### config.mk
export PLATFORM = sky130hd
export DESIGN_NAME = weighted_centerline_mean_top
export DESIGN_NICKNAME = d
export VERILOG_FILES = /design/src/rtl/core/wcm_pkg.sv /design/src/rtl/core/weighted_centerline_mean_top.sv
export SDC_FILE = /design/constraint.sdc
export NUM_CORES = 1
export LEC_CHECK = 0
export ABC_CLOCK_PERIOD_IN_PS = 6010
export BUFFER_PORTS_ARGS = -buffer_cell sky130_fd_sc_hd__buf_2
export CAP_MARGIN = 20
export CORE_MARGIN = 2
export CORE_UTILIZATION = 43
export DETAILED_ROUTE_END_ITERATION = 6
export SLEW_MARGIN = 20
export SYNTH_ARGS = -nofsm -noshare
export SYNTH_HDL_FRONTEND = slang
export SYNTH_SLANG_ARGS = --single-unit
### constraint.sdc
create_clock -name clk -period 6.01 [get_ports clk]
set_input_delay 1.202 -clock clk [delete_from_list [all_inputs] [get_ports clk]]
set_output_delay 1.202 -clock clk [all_outputs]
set_load 0.05 [all_outputs]
### src/rtl/core/wcm_pkg.sv
// Package for the weighted center-line mean block: request types, the
// per-row weight table and the widths shared by the RTL.
// Depends on nothing; imported by weighted_centerline_mean_top.
package wcm_pkg;

  localparam int ROWS        = 120;
  localparam int WEIGHT_ROWS = 120;

  localparam int ROW_W  = 7;
  localparam int COL_W  = 8;
  localparam int SUM_W  = 16;
  localparam int TOT_W  = 8;
  localparam int WGT_W  = 2;

  localparam logic [COL_W-1:0] MAX_JUMP_RESET = 8'd5;

  // Weight bands of the table.
  localparam int BAND1_LO_START = 65;
  localparam int BAND1_LO_END   = 79;
  localparam int BAND2_START    = 80;
  localparam int BAND2_END      = 104;
  localparam int BAND1_HI_START = 105;
  localparam int BAND1_HI_END   = 114;

  typedef struct packed {
    logic [ROW_W-1:0] row;
    logic [COL_W-1:0] column;
    logic             first_row;
    logic             last_row;
  } wcm_in_t;

  typedef struct packed {
    logic [COL_W-1:0] smoothed_column;
    logic [COL_W-1:0] mean_column;
    logic             mean_valid;
    logic             frame_done;
  } wcm_out_t;

  // Weight of one image row; rows outside the table weigh nothing.
  function automatic logic [WGT_W-1:0] row_weight(logic [ROW_W-1:0] r);
    int ri;
    ri = int'(r);
    if (ri >= ROWS || ri >= WEIGHT_ROWS) begin
      return 2'd0;
    end else if (ri >= BAND2_START && ri <= BAND2_END) begin
      return 2'd2;
    end else if ((ri >= BAND1_LO_START && ri <= BAND1_LO_END) ||
                 (ri >= BAND1_HI_START && ri <= BAND1_HI_END)) begin
      return 2'd1;
    end else begin
      return 2'd0;
    end
  endfunction

endpackage

### src/rtl/core/weighted_centerline_mean_top.sv
// Top level of the weighted center-line mean block: jump limiting,
// weighted accumulation and a bit-serial divider for the frame mean.
// Depends on wcm_pkg.
//
//  channel | direction | handshake              | request content
//  --------+-----------+------------------------+-----------------------------
//  in      | input     | in_valid / in_ready    | wcm_in_t: row, column, marks
//  out     | output    | out_valid / out_ready  | wcm_out_t: smoothed, mean
//  cfg     | input     | cfg_valid / cfg_ready  | max_jump, 8 bits
//
// A row that is not the last row of a frame is finished in the cycle it is
// accepted and its result sits in the output register on the next cycle.
// The last row of a frame with a nonzero weight sum runs the restoring
// divider, which produces one quotient bit per cycle: the block moves from
// idle to divide and then to finish, where the mean waits for a free output
// register, and takes no new request until it is back in idle.
// Input requests are taken only while the block is idle and the output
// register is empty or being drained; a stalled output holds everything.
// The synchronous reset clears the sums, the previous column and the
// control state, and restores max_jump to 5. Configuration is always ready.
module weighted_centerline_mean_top
  import wcm_pkg::*;
(
  input  logic             clk,
  input  logic             rst,
  input  logic             in_valid,
  output logic             in_ready,
  input  wcm_in_t          in_data,
  output logic             out_valid,
  input  logic             out_ready,
  output wcm_out_t         out_data,
  input  logic             cfg_valid,
  output logic             cfg_ready,
  input  logic [COL_W-1:0] cfg_data
);

  typedef enum logic [2:0] {
    ST_IDLE   = 3'b001,
    ST_DIVIDE = 3'b010,
    ST_FINISH = 3'b100
  } state_t;

  state_t state;
  state_t state_next;

  logic [COL_W-1:0] max_jump;
  logic [COL_W-1:0] previous_column;
  logic [SUM_W-1:0] weighted_sum;
  logic [TOT_W-1:0] weight_total;

  // Divider: the dividend shifts out at the top while quotient bits shift in
  // at the bottom of the same register.
  logic [SUM_W-1:0] div_quo;
  logic [TOT_W-1:0] div_rem;
  logic [TOT_W-1:0] div_den;
  logic [3:0]       div_count;
  logic [COL_W-1:0] pend_col;

  logic             accept;
  logic             out_free;
  logic [COL_W-1:0] diff;
  logic [COL_W-1:0] col_s;
  logic [WGT_W-1:0] w;
  logic [COL_W:0]   prod;
  logic [SUM_W:0]   sum_ext;
  logic [SUM_W-1:0] sum_sat;
  logic [TOT_W:0]   tot_ext;
  logic [TOT_W-1:0] tot_sat;
  logic             start_div;
  logic             load_direct;
  logic             load_mean;

  logic [TOT_W:0]   rem_sh;
  logic             q_bit;
  logic [TOT_W-1:0] rem_sub;
  logic [COL_W-1:0] mean_clamped;

  assign out_free  = !out_valid || out_ready;
  assign in_ready  = (state == ST_IDLE) && out_free;
  assign accept    = in_valid && in_ready;
  assign cfg_ready = 1'b1;

  // Jump limiting against the previous smoothed column; the start row passes.
  always_comb begin
    diff = (in_data.column > previous_column) ? (in_data.column - previous_column)
                                              : (previous_column - in_data.column);
    if (!in_data.first_row && diff > max_jump) begin
      col_s = previous_column;
    end else begin
      col_s = in_data.column;
    end
  end

  // Weighted accumulation with saturation. A weight of two is a shift.
  always_comb begin
    w = row_weight(in_data.row);
    unique case (w)
      2'd0:    prod = '0;
      2'd1:    prod = {1'b0, col_s};
      default: prod = {col_s, 1'b0};
    endcase
    sum_ext = {1'b0, (in_data.first_row ? {SUM_W{1'b0}} : weighted_sum)} +
              {{(SUM_W-COL_W){1'b0}}, prod};
    sum_sat = sum_ext[SUM_W] ? '1 : sum_ext[SUM_W-1:0];
    tot_ext = {1'b0, (in_data.first_row ? {TOT_W{1'b0}} : weight_total)} +
              {{(TOT_W-WGT_W+1){1'b0}}, w};
    tot_sat = tot_ext[TOT_W] ? '1 : tot_ext[TOT_W-1:0];
  end

  assign start_div   = accept && in_data.last_row && (tot_sat != '0);
  assign load_direct = accept && !start_div;
  assign load_mean   = (state == ST_FINISH) && out_free;

  // One restoring division step. When the quotient bit is set the
  // difference is below the divisor, so its low bits are the new remainder.
  always_comb begin
    rem_sh       = {div_rem, div_quo[SUM_W-1]};
    rem_sub      = rem_sh[TOT_W-1:0] - div_den;
    q_bit        = (rem_sh >= {1'b0, div_den});
    mean_clamped = (div_quo[SUM_W-1:COL_W] != '0) ? '1 : div_quo[COL_W-1:0];
  end

  always_comb begin
    state_next = state;
    unique case (state)
      ST_IDLE: begin
        if (start_div) begin
          state_next = ST_DIVIDE;
        end
      end
      ST_DIVIDE: begin
        if (div_count == 4'd15) begin
          state_next = ST_FINISH;
        end
      end
      ST_FINISH: begin
        if (out_free) begin
          state_next = ST_IDLE;
        end
      end
      default: state_next = ST_IDLE;
    endcase
  end

  // Control state and running sums.
  always_ff @(posedge clk) begin
    if (rst) begin
      state           <= ST_IDLE;
      max_jump        <= MAX_JUMP_RESET;
      previous_column <= '0;
      weighted_sum    <= '0;
      weight_total    <= '0;
      div_count       <= '0;
      out_valid       <= 1'b0;
    end else begin
      state <= state_next;
      if (cfg_valid && cfg_ready) begin
        max_jump <= cfg_data;
      end
      if (accept) begin
        previous_column <= col_s;
        if (in_data.last_row) begin
          weighted_sum <= '0;
          weight_total <= '0;
        end else begin
          weighted_sum <= sum_sat;
          weight_total <= tot_sat;
        end
      end
      if (start_div) begin
        div_count <= '0;
      end else if (state == ST_DIVIDE) begin
        div_count <= div_count + 4'd1;
      end
      if (load_direct || load_mean) begin
        out_valid <= 1'b1;
      end else if (out_ready) begin
        out_valid <= 1'b0;
      end
    end
  end

  // Payload registers: divider datapath and the output register.
  always_ff @(posedge clk) begin
    if (start_div) begin
      div_quo  <= sum_sat;
      div_rem  <= '0;
      div_den  <= tot_sat;
      pend_col <= col_s;
    end else if (state == ST_DIVIDE) begin
      div_quo <= {div_quo[SUM_W-2:0], q_bit};
      div_rem <= q_bit ? rem_sub : rem_sh[TOT_W-1:0];
    end
    if (load_direct) begin
      out_data.smoothed_column <= col_s;
      out_data.mean_column     <= '0;
      out_data.mean_valid      <= 1'b0;
      out_data.frame_done      <= in_data.last_row;
    end else if (load_mean) begin
      out_data.smoothed_column <= pend_col;
      out_data.mean_column     <= mean_clamped;
      out_data.mean_valid      <= 1'b1;
      out_data.frame_done      <= 1'b1;
    end
  end

endmodule
==> flow_summary.toml <==
[status]
status = "finished, final reports clean"

[synthesis]
syn_area_mm2 = 0.006446
async_flop_share_pct = 0
netlist_instances = 733
seq_area_frac_synth_pct = 39.29
synth_seq_cells = 106
synth.avg_cell_area_um2 = 8.794
synth_ff_type = "dfxtp_1"
ys_top_cells_by_area = "dfxtp_1, edfxtp_1, ha_1"
synth_edf_count = 41
syn-num-nets = 811
yosysTopAreaCell = "dfxtp_1"
synth_cell_types = 66
yosysTopAreaCellShare_pct = 20.19
synth_warnings = 0

[grt]
grt_pass1_wl_um = 26990
grt_pass1_vias = 5378
grt-ovfl-total = 0
track_usage_pct = 20.89
antenna_found_initial = 1
grt_max_degree = 54

[critical_path]
slowest_delay_ns = 0.39
crit_required_ns = 6.09
arrival_ns = 6.03
reg2reg_depth = 27
rr_endpoint = "div_quo[8]"
r2r_setup_slack_ns = 0.65
path_buf_inv = 7
cpMaxStageDelayCell = "fa_2"
start_kind = "primary input"
critPathKind = "primary input to flop"
r2r-start = "previous_column[0]"
cp_max_fo = 5
end_kind = "flop"
cp_top_family = "compound AO/OA/AOI/OAI gates"

[sta]
postLayoutSetupSlackWorst_ns = 0.06071
max_freq_mhz = 168.1
hold_viol = 0
whs_ns = 0.4510
finalMaxSlewViolations = 0
rsz0062_at_grt = "yes"
setup_violations = 0
layout_min_cycle_time_ns = 5.949
relSlewSlack_pct = 38.02
worstMarginPinSlew_ns = 0.9263
fin_crit_sh_pct = 98.99
fin_worst_skew_ns = 0.01018

[cells_and_area]
fin_area_mm2 = 0.008198
fin_cells = 1043
fill_cells = 1290
syn_to_final_growth_pct = 27.17
final_nets = 931
layout-drive-gt1-share_pct = 26.81

[power]
powerDensity_mw_per_mm2 = 265.7
max-vdd-ir-drop_mv = 0.1719
p_leak_nw = 3.549

[floorplanning]
coreArea_mm2 = 0.01459
chipWidth_um = 126.4
num_rows = 44
die_h_um = 126.4
pin_count = 51
initial_core_util_pct = 44.19
die_area_mm2 = 0.01599

[placed_design]
place_inst = 1011
place_area_mm2 = 0.007378
preCtsSetupSlack_ns = -0.4976
gp_congestion = 0.9198
place_hpwl_um = 12450
io_buffers = 49

[clock_tree]
cts_buffer_depth = 2
cts_hold_buf = 0
clockRootBuffer = "clkbuf_16"
clock_sinks = 106
numCtsBuffers = 9
insertion_delay_ns = 0.36
cts_tree = "yes"
clk_pin_slew_ns = 0.07
h-tree-depth = 3

[drt]
dr.first_iter.drc_count = 366
drtPass1Iterations = 5
drt-vias-per-instance = 5.524
routed_wl_um = 17220
route.detailed.drc = 0
detail-route-antenna-nets = 0
wl_per_cell_um = 16.51
vias = 5762

[min_path]
holdPathEnd = "weighted_sum[6]"
hold_path.class = "flop to flop"
hold_start = "weighted_sum[6]"
min_path_cells = 2

[run]
max-cap-violations = 0
==> power by group <==
part	switching, mW	leakage (nW)	internal, mW
clock network	0.267	0.141	0.325
logic	0.424	2.50	0.349
registers	0.0199	0.906	0.794
total	0.711	3.55	1.47
==> cells by family (layout without fill, tap and decap cells) <==
group | Yosys count | count (layout) | share of synthesized area (%)
AND/OR/NAND/NOR | 242 | 243 | 18.11
adder cells (fa/ha/maj) | 48 | 48 | 9.899
flip-flops | 106 | 106 | 39.29
XOR/XNOR | 21 | 21 | 2.853
AO/OA/AOI/OAI | 205 | 205 | 20.17
multiplexers | 27 | 27 | 4.309
other | 1 | 2 | 0.05817
buffers and inverters | 83 | 207 | 5.318
==> how the worst max path moves through the flow <==
stage,slack [ns],depth (start not counted),to,start
after floorplan,-0.02,25,div_quo[11],in_data[2]
after global placement,-0.38,28,div_quo[14],in_data[2]
after detailed placement,-0.50,29,div_quo[11],in_data[2]
after CTS,-0.02,29,div_quo[11],in_data[2]
after global routing,-0.11,31,div_quo[4],in_data[2]
final,0.06,29,div_quo[8],in_data[2]
==> synth_stat cells (3+ instances only) <==
master,instances
a211oi_1,3
a21o_1,18
a21oi_1,50
a221oi_1,3
a22o_1,3
a22oi_1,7
a31oi_1,11
and2_1,4
and3_1,4
and3b_1,3
buf_4,4
clkbuf_1,21
dfxtp_1,65
edfxtp_1,41
fa_1,5
ha_1,43
inv_1,54
mux2_1,3
mux2_2,3
mux2i_1,21
nand2_1,68
nand2b_1,8
nand3_1,17
nand3b_1,3
nand4_1,9
nor2_1,72
nor2b_1,23
nor3_1,11
nor3b_1,4
nor4_1,3
o211ai_1,8
o21a_1,6
o21ai_0,46
o21ai_1,9
o21bai_1,3
o22ai_1,14
o2bb2ai_1,3
or3_1,6
xnor2_1,11
xor2_1,10
==> what timing repair did <==
action	4_1_cts	5_1_grt
buffers inserted	1	13
cloned	0	3
setup endpoints to repair	21	32
pin swaps	4	38
resized for setup	7	80
hold endpoints to repair	0	0
==> registers in the layout, indices dropped and copies added (netlist names) <==
register	flops
div_rem	8
div_quo	16
div_den	8
out_data	18
state	3
pend_col	8
weight_total	8
div_count	4
max_jump	8
previous_column	8
out_valid	1
weighted_sum	16
==> layer usage <==
layer | GRT usage [%] | routed length (um) | vias up
met3 | 4.302 | 680 | 16
met2 | 34.73 | 8368 | 121
met1 | 27.82 | 7862 | 2759
met5 | 0 | 0 | -
li1 | - | - | 2866
met4 | 5.430 | 311 | 0
==> layout make-up <==
type | instances | area (um^2) | area share, %
Sequential cell | 106 | 2532 | 30.89
Clock buffer | 12 | 236.5 | 2.885
Clock inverter | 4 | 52.55 | 0.6410
Multi-Input combinational cell | 545 | 4014 | 48.96
Tap cell | 184 | 230.2 | 2.808
Timing Repair Buffer | 137 | 927.1 | 11.31
Antenna cell | 1 | 2.502 | 0.03053
Inverter | 54 | 202.7 | 2.473
==> layout by cell type, fill, tap and decap left out, types with 10 or more instances in the layout <==
| cell | n |
|---|---|
| buf_2 | 50 |
| a21oi_2 | 15 |
| o21ai_0 | 42 |
| mux2i_1 | 20 |
| ha_1 | 39 |
| dfxtp_1 | 65 |
| a21oi_1 | 32 |
| o22ai_1 | 10 |
| a21o_1 | 18 |
| o21ai_1 | 11 |
| edfxtp_1 | 41 |
| nor2b_1 | 22 |
| buf_4 | 83 |
| nand2_1 | 66 |
| inv_1 | 52 |
| nor2_1 | 65 |
| xnor2_1 | 10 |
| nand3_1 | 16 |
==> tightest hold or removal path, stage by stage, from the launching register on <==
cell and delay (ns):
dfxtp_1 0.32, nand2_1 0.04, o21ai_0 0.05
==> through the flow <==
| stage | setup TNS (ns) | power, mW | util (%) |
|---|---|---|---|
| after detailed placement | -11.62 | 1.468 | 50.57 |
| after floorplan | -0.02989 | 1.220 | - |
| final | 0 | 2.178 | 56.19 |
| after global placement | -7.620 | 1.454 | 50.57 |
| after CTS | -0.03220 | 2.072 | 52.79 |
| after global routing | -0.8150 | 2.296 | 56.19 |
No activity file was read; power rests on OpenSTA's default activity.
